File: config.mk
export PLATFORM = sky130hd
export DESIGN_NAME = ntpm_cell
export DESIGN_NICKNAME = d
export VERILOG_FILES = /design/src/rtl/ntpm_pkg.sv /design/src/rtl/ntpm_cell.sv
export SDC_FILE = /design/constraint.sdc
export NUM_CORES = 1
export LEC_CHECK = 0
export BUFFER_PORTS_ARGS = -buffer_cell sky130_fd_sc_hd__buf_2
export CAP_MARGIN = 20
export CORE_ASPECT_RATIO = 1.4
export CORE_MARGIN = 1.5
export CORE_UTILIZATION = 50
export DETAILED_ROUTE_END_ITERATION = 12
export PLACE_DENSITY_LB_ADDON = 0.05
export SLEW_MARGIN = 25
export SYNTH_ARGS = -nofsm -noshare
export SYNTH_HDL_FRONTEND = slang
export SYNTH_SLANG_ARGS = --single-unit
File: constraint.sdc
create_clock -name aclk -period 6.5 [get_ports aclk]
set_input_delay 0.65 -clock aclk [delete_from_list [all_inputs] [get_ports aclk]]
set_output_delay 0.65 -clock aclk [all_outputs]
set_load 0.01 [all_outputs]
File: src/rtl/ntpm_pkg.sv
// Package: shared constants and types for the nearest-time packet matcher
`timescale 1ns / 1ps
package ntpm_pkg;
    localparam int TABLE_DEPTH = 256;
    localparam int IDX_W       = $clog2(TABLE_DEPTH);
    localparam int CNT_W       = $clog2(TABLE_DEPTH + 1);
    localparam int SPEED_W     = 24;
    localparam int TIME_W      = 48;
    localparam int TOL_W       = 16;
    localparam int WIN_W       = 24;
    localparam int LAT_W       = 25;

    localparam logic [1:0] ST_RECORDED = 2'd0;
    localparam logic [1:0] ST_MATCHED  = 2'd1;
    localparam logic [1:0] ST_NO_MATCH = 2'd2;
    localparam logic [1:0] ST_FULL     = 2'd3;

    localparam logic CMD_SENT = 1'b0;
    localparam logic CMD_RECV = 1'b1;

    // config register indexes
    localparam logic [0:0] REG_TOL = 1'b0;
    localparam logic [0:0] REG_WIN = 1'b1;

    // search token passed down the cell row
    typedef struct packed {
        logic                      found;
        logic [IDX_W-1:0]          best;
        logic [TIME_W-1:0]         best_diff;
        logic [TIME_W-1:0]         best_time;
    } srch_t;
endpackage

File: src/rtl/ntpm_cell.sv
// Cell: one table slot, compares itself against the passing search token
`timescale 1ns / 1ps
module ntpm_cell (
    input  logic                          aclk,
    input  logic                          wr_en,
    input  logic signed [ntpm_pkg::SPEED_W-1:0] wr_speed,
    input  logic [ntpm_pkg::TIME_W-1:0]   wr_time,
    input  logic                          set_matched,
    input  logic                          eval_en,
    input  logic [ntpm_pkg::IDX_W-1:0]    my_idx,
    input  logic signed [ntpm_pkg::SPEED_W-1:0] rx_speed,
    input  logic [ntpm_pkg::TIME_W-1:0]   rx_time,
    input  logic [ntpm_pkg::TOL_W-1:0]    tol,
    input  ntpm_pkg::srch_t               tok_in,
    output ntpm_pkg::srch_t               tok_out
);
    import ntpm_pkg::*;

    logic signed [SPEED_W-1:0] speed_reg;
    logic [TIME_W-1:0]         time_reg;
    logic                      matched_reg;
    logic signed [SPEED_W:0]   ds;
    logic [SPEED_W:0]          ads;
    logic [TIME_W-1:0]         dt;
    logic                      hit;
    srch_t                     tok_next, tok_reg;

    always_ff @(posedge aclk) begin
        if (wr_en) begin
            speed_reg   <= wr_speed;
            time_reg    <= wr_time;
            matched_reg <= 1'b0;
        end else if (set_matched) begin
            matched_reg <= 1'b1;
        end
        tok_reg <= tok_next;
    end

    always_comb begin
        ds  = {speed_reg[SPEED_W-1], speed_reg} - {rx_speed[SPEED_W-1], rx_speed};
        ads = ds[SPEED_W] ? -ds : ds;
        dt  = (rx_time >= time_reg) ? rx_time - time_reg : time_reg - rx_time;
        hit = eval_en && !matched_reg && (ads < {{(SPEED_W+1-TOL_W){1'b0}}, tol});
        tok_next = tok_in;
        if (hit && (!tok_in.found || dt < tok_in.best_diff)) begin
            tok_next.found     = 1'b1;
            tok_next.best      = my_idx;
            tok_next.best_diff = dt;
            tok_next.best_time = time_reg;
        end
    end

    assign tok_out = tok_reg;
endmodule
==> results.cfg, run 1 <==
[outcome]
status = complete, no violations

[drt]
wirelength_um = 44600
final_antenna_net_count = 0
drc = 0
drtIter0Drc = 682
post_drt_wl_per_cell_um = 17.9
dr_total_vias = 13630
via_per_inst = 5.47
firstDrtPassIters = 6

[yosys]
postSynth.asyncResetShare = 0
synth_top_family_by_area = compound AO/OA/AOI/OAI gates
ys_ff_latch = 178
synth_edf_count = 72
synth_simple_gate_area_share = 0.105
yosys_warnings = 0
yosys.area_share.adder = 0.159
synth-xor-area-share = 0.0435
syn_inst = 1643
synth-compound-area-share = 0.208
synth_nets = 2105
synth_mux_area_frac = 0.117
ys_seq_area_frac = 0.291
ys.flop_type = dfxtp_1
syn_avg_cell_area_um2 = 8.95
synth_cell_type_count = 75
synth_area_um2 = 14700

[critical_path]
worst_setup_path_end_kind = register
cp_slowest_stage_delay_ns = 0.45
cp_max_fo = 13
crit_path_cell_trace = ha_1, nand4_1, or3_1, nor4_1, buf_4, o21ai_1, nand2_2, mux2_2, o31ai_1, buf_4, xor2_1, ha_1, a21oi_1, nor3_1, a2111oi_0, o221ai_1, a21oi_1, a211oi_1, o21ai_1, nand3_4, buf_12, buf_4, mux2_4
crit_family = compound AO/OA/AOI/OAI gates
worstSetupPathType = register to register
cp-start-kind = register
arrival_ns = 6.47
crit_required_ns = 6.85
crit_buf_inv = 4
cp_slowest_cell = edfxtp_1
crit_top_cell = buf_4

[cts]
htree_levels = 4
clk_path_buf_depth = 2
cts_tree = yes
clk_latency_ns = 0.46
cts_root_buffer = clkbuf_16
cts.sink_count = 178
path_clk_slew_ns = 0.07
cts_buffers = 17
holdBufCountCts = 0

[layout]
finalNetCount = 2560
fin_util = 0.632
syn_to_final_growth_pct = 25.0
drive_above_1_share = 0.320
mostFrequentLayoutCell = buf_2
largest_reg_flops = 105
final_cell_mix = buf_2 (380), inv_1 (218), ha_1 (182)

[floorplanning]
die_w_um = 148
die_area_um2 = 30500
initial_core_util = 0.506
core_area_um2 = 29100
num_rows = 74
dieHeight_um = 206
ios = 382

[power_and_ir_drop]
combPwrFrac = 0.438
p_sw_uw = 1520
internal_power_uw = 2590
netSwitchingFraction = 0.370
leakage_uw = 0.00944
seq_power_share = 0.310
clkPwrFrac = 0.252
peakVddDrop_uv = 186
cellPowerDensity_nw_per_um2 = 224

[run]
cap_violations = 0

[placed_design]
dpl_worst_slack_ns = -0.173
place_congestion = 0.970
io_buffers = 381
dp_hpwl_um = 37500

[timing]
min_period_over_period = 0.942
fmax_ghz = 0.163
fin_ws_ns = 0.379
whs_ns = 0.358
finClkSkew_ns = 0.0153
rsz0062_at_grt = false
setup_viol = 0
worst_pin_slew_ns = 0.768
finalMaxSlewViolations = 0
timing_hold_violations_final = 0
slew_headroom = 0.485
layout_min_cycle_time_ns = 6.12

[global_routing]
antenna_found_initial = 3
grt_pass1_vias = 13578
grt_use_total = 0.285
grt_max_degree = 74
grt_first_pass_wirelength_um = 68200
grt-ovfl-total = 0

[hold_path]
worstHoldPathType = primary input to register
==> cells in the mapped netlist, types with 39 or more instances <==
master / instances / share of area
inv_1: 218 / 0.056
ha_1: 182 / 0.15
a21oi_1: 169 / 0.057
dfxtp_1: 106 / 0.14
o21ai_0: 90 / 0.031
nand2_1: 80 / 0.020
nor2_1: 78 / 0.020
edfxtp_1: 72 / 0.15
a21o_1: 67 / 0.034
mux2_4: 59 / 0.060
mux2_2: 57 / 0.044
clkbuf_1: 53 / 0.014
xnor2_1: 46 / 0.027
nand4_1: 39 / 0.017
==> area by class of cell <==
type | count | area, µm²
fillers | 2581 | 10700
well taps | 380 | 475
clock buffers | 17 | 425
repair buffers | 503 | 2890
multi-input cells | 1180 | 9340
flip-flops and latches | 178 | 4280
inverters | 218 | 818
clock inverters | 15 | 144
diodes | 3 | 7.51
==> path summary, 6_finish.rpt <==
check             cells past startpoint  slack [ns]                  endpoint                      from
setup / recovery                     23        0.38       tok_out[99]$_DFF_P_    time_reg[27]$_DFFE_PP_
hold / removal                        1        0.36     time_reg[5]$_DFFE_PP_                wr_time[5]
setup reg to reg                     23        0.38       tok_out[99]$_DFF_P_    time_reg[27]$_DFFE_PP_
hold reg to reg                       2        0.49  matched_reg$_SDFFE_PP0P_  matched_reg$_SDFFE_PP0P_
==> power groups by stage <==
stage	clock, µW	combinational [µW]	sequential (µW)
after floorplan	0	1110	1310
after global placement	0	1750	1300
after detailed placement	0	1770	1300
after CTS	1060	1790	1280
after global routing	1090	1990	1280
final	1040	1800	1280
==> layer usage <==
| metal | share of wire | track usage | wire, µm |
|---|---|---|---|
| met5 | 0.00020 | 0 | 9 |
| met1 | 0.39 | 0.310 | 17500 |
| met4 | 0.035 | 0.122 | 1560 |
| met3 | 0.048 | 0.0453 | 2130 |
| met2 | 0.53 | 0.541 | 23500 |
==> metrics by stage <==
step	std cells	cell area (µm²)	total power (µW)	setup TNS [ns]
after global routing	2491	18400	4370	0
after CTS	2485	18300	4120	0
after global placement	2453	17700	3050	-1.06
after floorplan	1643	14700	2420	0
final	2494	18400	4110	0
after detailed placement	2453	17700	3070	-9.23
==> kinds of logic (layout without fill, tap and decap cells) <==
family | after synthesis | after routing
muxes | 135 | 135
DFF | 178 | 178
and+or+nand+nor | 304 | 304
adders and majority gates | 185 | 185
other | 0 | 3
buffers and inverters | 285 | 753
xor gates and xnor gates | 73 | 73
AOI/OAI and AO/OA | 483 | 483
==> repair_timing <==
| item | in CTS | in global routing |
|---|---|---|
| setup endpoints to repair | 0 | 104 |
| buffers inserted | 0 | 5 |
| gates resized for setup | 0 | 10 |
No activity file was read; power rests on OpenSTA's default activity.
==> inputs of run 2 (changes only) <==
CORE_UTILIZATION = 30   (was 50)
==> results.cfg, run 2 (same netlist as run 1, synthesis figures left out) <==
[outcome]
status = complete, no violations

[power_and_ir_drop]
finalPower_uw = 4200
leakage_uw = 0.00937
cellPowerDensity_nw_per_um2 = 226
peakVddDrop_uv = 206

[critical_path]
crit_end = tok_out[101]$_DFF_P_
rr_worst_depth = 27
reg2reg_from = time_reg[6]$_DFFE_PP_
worstSetupPathType = register to register
arrival_ns = 6.53
crit_required_ns = 6.86
reg2reg_to = tok_out[101]$_DFF_P_
crit_family = compound AO/OA/AOI/OAI gates
cp_slowest_stage_delay_ns = 0.46
cp_max_fo = 41
crit_start = time_reg[6]$_DFFE_PP_
worst_setup_path_end_kind = register
cp.depth = 27
cp-start-kind = register
r2r_slack_ns = 0.33
cp_slowest_cell = a221o_1
crit_buf_inv = 4

[timing]
rsz0062_at_grt = false
slew_headroom = 0.543
setup_viol = 0
worst_pin_slew_ns = 0.685
fmax_ghz = 0.162
layout_min_cycle_time_ns = 6.17
finClkSkew_ns = 0.0234
finalMaxSlewViolations = 0
fin_ws_ns = 0.334
timing_hold_violations_final = 0
min_period_over_period = 0.949

[floorplanning]
initial_core_util = 0.305
core_area_um2 = 48300
die_w_um = 190
num_rows = 95
ios = 382
die_area_um2 = 50400
dieHeight_um = 265

[run]
cap_violations = 0

[cts]
clk_path_buf_depth = 2
clk_latency_ns = 0.48
cts_buffers = 17
htree_levels = 4
cts.sink_count = 178
path_clk_slew_ns = 0.08
cts_tree = yes
cts_root_buffer = clkbuf_16

[placed_design]
dpl_worst_slack_ns = -0.223
dp_hpwl_um = 44300
place_congestion = 0.899
io_buffers = 381

[global_routing]
grt_first_pass_wirelength_um = 78200
grt_pass1_vias = 14013
antenna_found_initial = 5
grt_max_degree = 42
grt-ovfl-total = 0
grt_use_total = 0.205

[hold_path]
worstHoldPathType = primary input to register

[drt]
drc = 0
drtIter0Drc = 505
via_per_inst = 4.90
wirelength_um = 52000
dr_total_vias = 13374
final_antenna_net_count = 0
post_drt_wl_per_cell_um = 19.0
firstDrtPassIters = 5

[layout]
fillers = 5121
drive_above_1_share = 0.314
mostFrequentLayoutCell = buf_2
largest_reg_flops = 105
syn_to_final_growth_pct = 26.5
final_cell_mix = buf_2 (380), inv_1 (218), ha_1 (180)
finalNetCount = 2545
[run 2: how the worst min path moves through the flow]
stage	from	end	cells past startpoint
after global placement	matched_reg$_SDFFE_PP0P_	matched_reg$_SDFFE_PP0P_	2
after detailed placement	matched_reg$_SDFFE_PP0P_	matched_reg$_SDFFE_PP0P_	2
after floorplan	matched_reg$_SDFFE_PP0P_	matched_reg$_SDFFE_PP0P_	2
after CTS	wr_time[6]	time_reg[6]$_DFFE_PP_	1
after global routing	wr_time[6]	time_reg[6]$_DFFE_PP_	1
final	wr_time[9]	time_reg[9]$_DFFE_PP_	1
[run 2: cell type report]
cell class                      instances  area, µm²  share of cell area
Antenna cell                            4       10.0            0.000538
Clock buffer                           22        475              0.0255
Clock inverter                         10        123             0.00659
Inverter                              218        818              0.0440
Multi-Input combinational cell       1180       9340               0.502
Sequential cell                       178       4280               0.230
Tap cell                              630        788              0.0424
Timing Repair Buffer                  488       2780               0.149
[run 2: power breakdown]
group	leakage [µW]	switching [µW]	internal, µW
registers	0.00160	39.2	1240
logic	0.00748	1010	802
clock network	0.000283	500	603
total	0.00937	1550	2640
[run 2: routing by layer]
metal | track usage | up-vias | wire length [µm]
li1 | - | 6738 | -
met1 | 0.216 | 6261 | 20000
met2 | 0.400 | 296 | 28400
met3 | 0.0326 | 75 | 1880
met4 | 0.0770 | 4 | 1620
met5 | 0 | - | 24
[run 2: repair_timing]
action	CTS	global route
endpoints found under the setup margin	0	103
setup buffers	0	2
hold buffers	0	0
resized for setup	0	7
[run 2: worst register-to-register path: cells and delay by family, from the launching register on]
| kind | cells | cell delay (ns) |
|---|---|---|
| flops | 1 | 0.43 |
| simple gates | 5 | 0.50 |
| xor+xnor | 1 | 0.16 |
| buf+inv | 4 | 0.77 |
| fa+ha+maj | 2 | 0.70 |
| mux | 2 | 0.60 |
| compound gates | 13 | 2.87 |
[run 2: per-stage QoR]
step	TNS [ns]	hold slack, ns	instances	instance area (µm²)	util
2_1_floorplan	0	0.439	1643	14700	-
3_3_place_gp	-6.80	0.451	2691	17900	0.372
3_5_place_dp	-19.28	0.500	2692	18000	0.372
4_1_cts	0	0.303	2724	18600	0.385
5_1_grt	0	0.310	2727	18600	0.385
6_report	0	0.336	2730	18600	0.386
==> inputs of run 3 (changes only) <==
--- a/config.mk
+++ b/config.mk
@@ -8,5 +8,4 @@
 export BUFFER_PORTS_ARGS = -buffer_cell sky130_fd_sc_hd__buf_2
 export CAP_MARGIN = 20
-export CORE_ASPECT_RATIO = 1.4
 export CORE_MARGIN = 1.5
 export CORE_UTILIZATION = 30
==> constraint.sdc (replaced) <==
create_clock -name aclk -period 6.5 [get_ports aclk]
set_input_delay 0.65 -clock aclk [delete_from_list [all_inputs] [get_ports aclk]]
set_output_delay 0.65 -clock aclk [all_outputs]
set_load 0.005 [all_outputs]
==> results.cfg, run 3 (same netlist as run 1, synthesis figures left out) <==
[outcome]
status = complete, no violations

[critical_path]
cp_max_fo = 18
worst_setup_path_end_kind = register
cp-start-kind = register
arrival_ns = 6.48
cp_slowest_cell = a221o_1
cp_slowest_stage_delay_ns = 0.46
crit_top_cell = buf_4
crit_required_ns = 6.88
worstSetupPathType = register to register
rr_worst_depth = 29

[power_and_ir_drop]
internal_power_uw = 2560
clkPwrFrac = 0.251
leakage_uw = 0.00938
netSwitchingFraction = 0.377
peakVddDrop_uv = 201
cellPowerDensity_nw_per_um2 = 220
p_sw_uw = 1550
seq_power_share = 0.312
combPwrFrac = 0.437

[cts]
htree_levels = 4
cts_root_buffer = clkbuf_16
holdBufCountCts = 0
cts_buffers = 17
clk_latency_ns = 0.50
path_clk_slew_ns = 0.07
clk_path_buf_depth = 2
cts_tree = yes
cts.sink_count = 178

[layout]
final_cell_mix = buf_2 (380), inv_1 (218), ha_1 (180)
drive_above_1_share = 0.317
fin_util = 0.388
mostFrequentLayoutCell = buf_2
largest_reg_flops = 105
regArea_um2 = 4280
multiInputGateArea_um2 = 9340
finalNetCount = 2549
fillers = 5091
syn_to_final_growth_pct = 26.6

[floorplanning]
initial_core_util = 0.306
num_rows = 80
die_area_um2 = 50400
die_w_um = 224
dieHeight_um = 224
ios = 382
core_area_um2 = 48000

[timing]
finClkSkew_ns = 0.0177
min_period_over_period = 0.939
rsz0062_at_grt = false
slew_headroom = 0.500
fin_ws_ns = 0.398
finalMaxSlewViolations = 0
layout_min_cycle_time_ns = 6.10
worst_pin_slew_ns = 0.749
timing_hold_violations_final = 0
setup_viol = 0
fmax_ghz = 0.164

[global_routing]
grt-ovfl-total = 0
grt_use_total = 0.206
grt_first_pass_wirelength_um = 78300
grt_pass1_vias = 13916
grt_max_degree = 49
antenna_found_initial = 16

[drt]
post_drt_wl_per_cell_um = 19.1
drc = 0
dr_total_vias = 13534
via_per_inst = 4.98
final_antenna_net_count = 0
drtIter0Drc = 738
wirelength_um = 51900
firstDrtPassIters = 5

[hold_path]
holdPathStages = 1
worstHoldPathType = primary input to register

[placed_design]
dpl_worst_slack_ns = -0.335
io_buffers = 381
place_congestion = 0.876
dp_hpwl_um = 44100

[run]
cap_violations = 0
run 3: cell types whose count changed in the layout (fill, tap and decap cells not counted), moves of 2 or more:
cell / previous run / this run
clkinv_4: 1 / 3
clkbuf_1: 3 / 1
bufinv_16: 2 / 0
inv_8: 0 / 2
buf_12: 5 / 8
nor3_2: 2 / 0
clkbuf_8: 1 / 3
nor3_1: 14 / 16
run 3: routing by layer:
metal / global-route usage / routed length [µm] / vias to the layer above
li1: - / - / 6738
met1: 0.255 / 22900 / 6366
met2: 0.351 / 24900 / 333
met3: 0.0517 / 3030 / 73
met4: 0.0647 / 978 / 24
met5: 0 / 168 / -
run 3: power groups by stage:
stage,registers (µW),logic [µW],clock network [µW]
2_1_floorplan,1290,1110,0
3_3_place_gp,1310,1790,0
3_5_place_dp,1310,1790,0
4_1_cts,1290,1800,1090
5_1_grt,1290,2010,1120
6_report,1280,1790,1030
run 3: layout make-up:
cell class / instances / share of cell area
Antenna cell: 4 / 0.000537
Clock buffer: 21 / 0.0253
Clock inverter: 11 / 0.00517
Inverter: 218 / 0.0439
Multi-Input combinational cell: 1180 / 0.501
Sequential cell: 178 / 0.230
Tap cell: 615 / 0.0413
Timing Repair Buffer: 492 / 0.153
run 3: timing repair:
item                                    in CTS  in global routing
endpoints found under the setup margin       0                104
resized for setup                            0                 10
buffers inserted                             0                  0
run 3: path summary, 6_finish.rpt:
path                            start                        to  slack [ns]
min reg2reg  matched_reg$_SDFFE_PP0P_  matched_reg$_SDFFE_PP0P_        0.49
max reg2reg     time_reg[6]$_DFFE_PP_       tok_out[59]$_DFF_P_        0.40
max             time_reg[6]$_DFFE_PP_       tok_out[59]$_DFF_P_        0.40
min                        wr_time[4]     time_reg[4]$_DFFE_PP_        0.33
run 3: through the flow:
stage	TNS (ns)	total power [µW]	cell area, µm²	hold WS [ns]	std cells
detailed placement	-29.07	3100	18000	0.473	2683
CTS	0	4170	18600	0.267	2715
global placement	-19.98	3100	18000	0.466	2683
floorplan	0	2400	14700	0.439	1643
finish	0	4110	18600	0.326	2719
global route	0	4410	18600	0.284	2716
run 3: worst max-delay path, delay by kind of cell, from the launching register on:
family / cells / cell delay (ns)
AND/OR/NAND/NOR: 5 / 0.48
buffers and inverters: 6 / 0.96
adder cells (fa/ha/maj): 2 / 0.75
multiplexers: 2 / 0.44
XOR/XNOR: 1 / 0.19
flip-flops: 1 / 0.45
AO/OA/AOI/OAI: 13 / 2.70
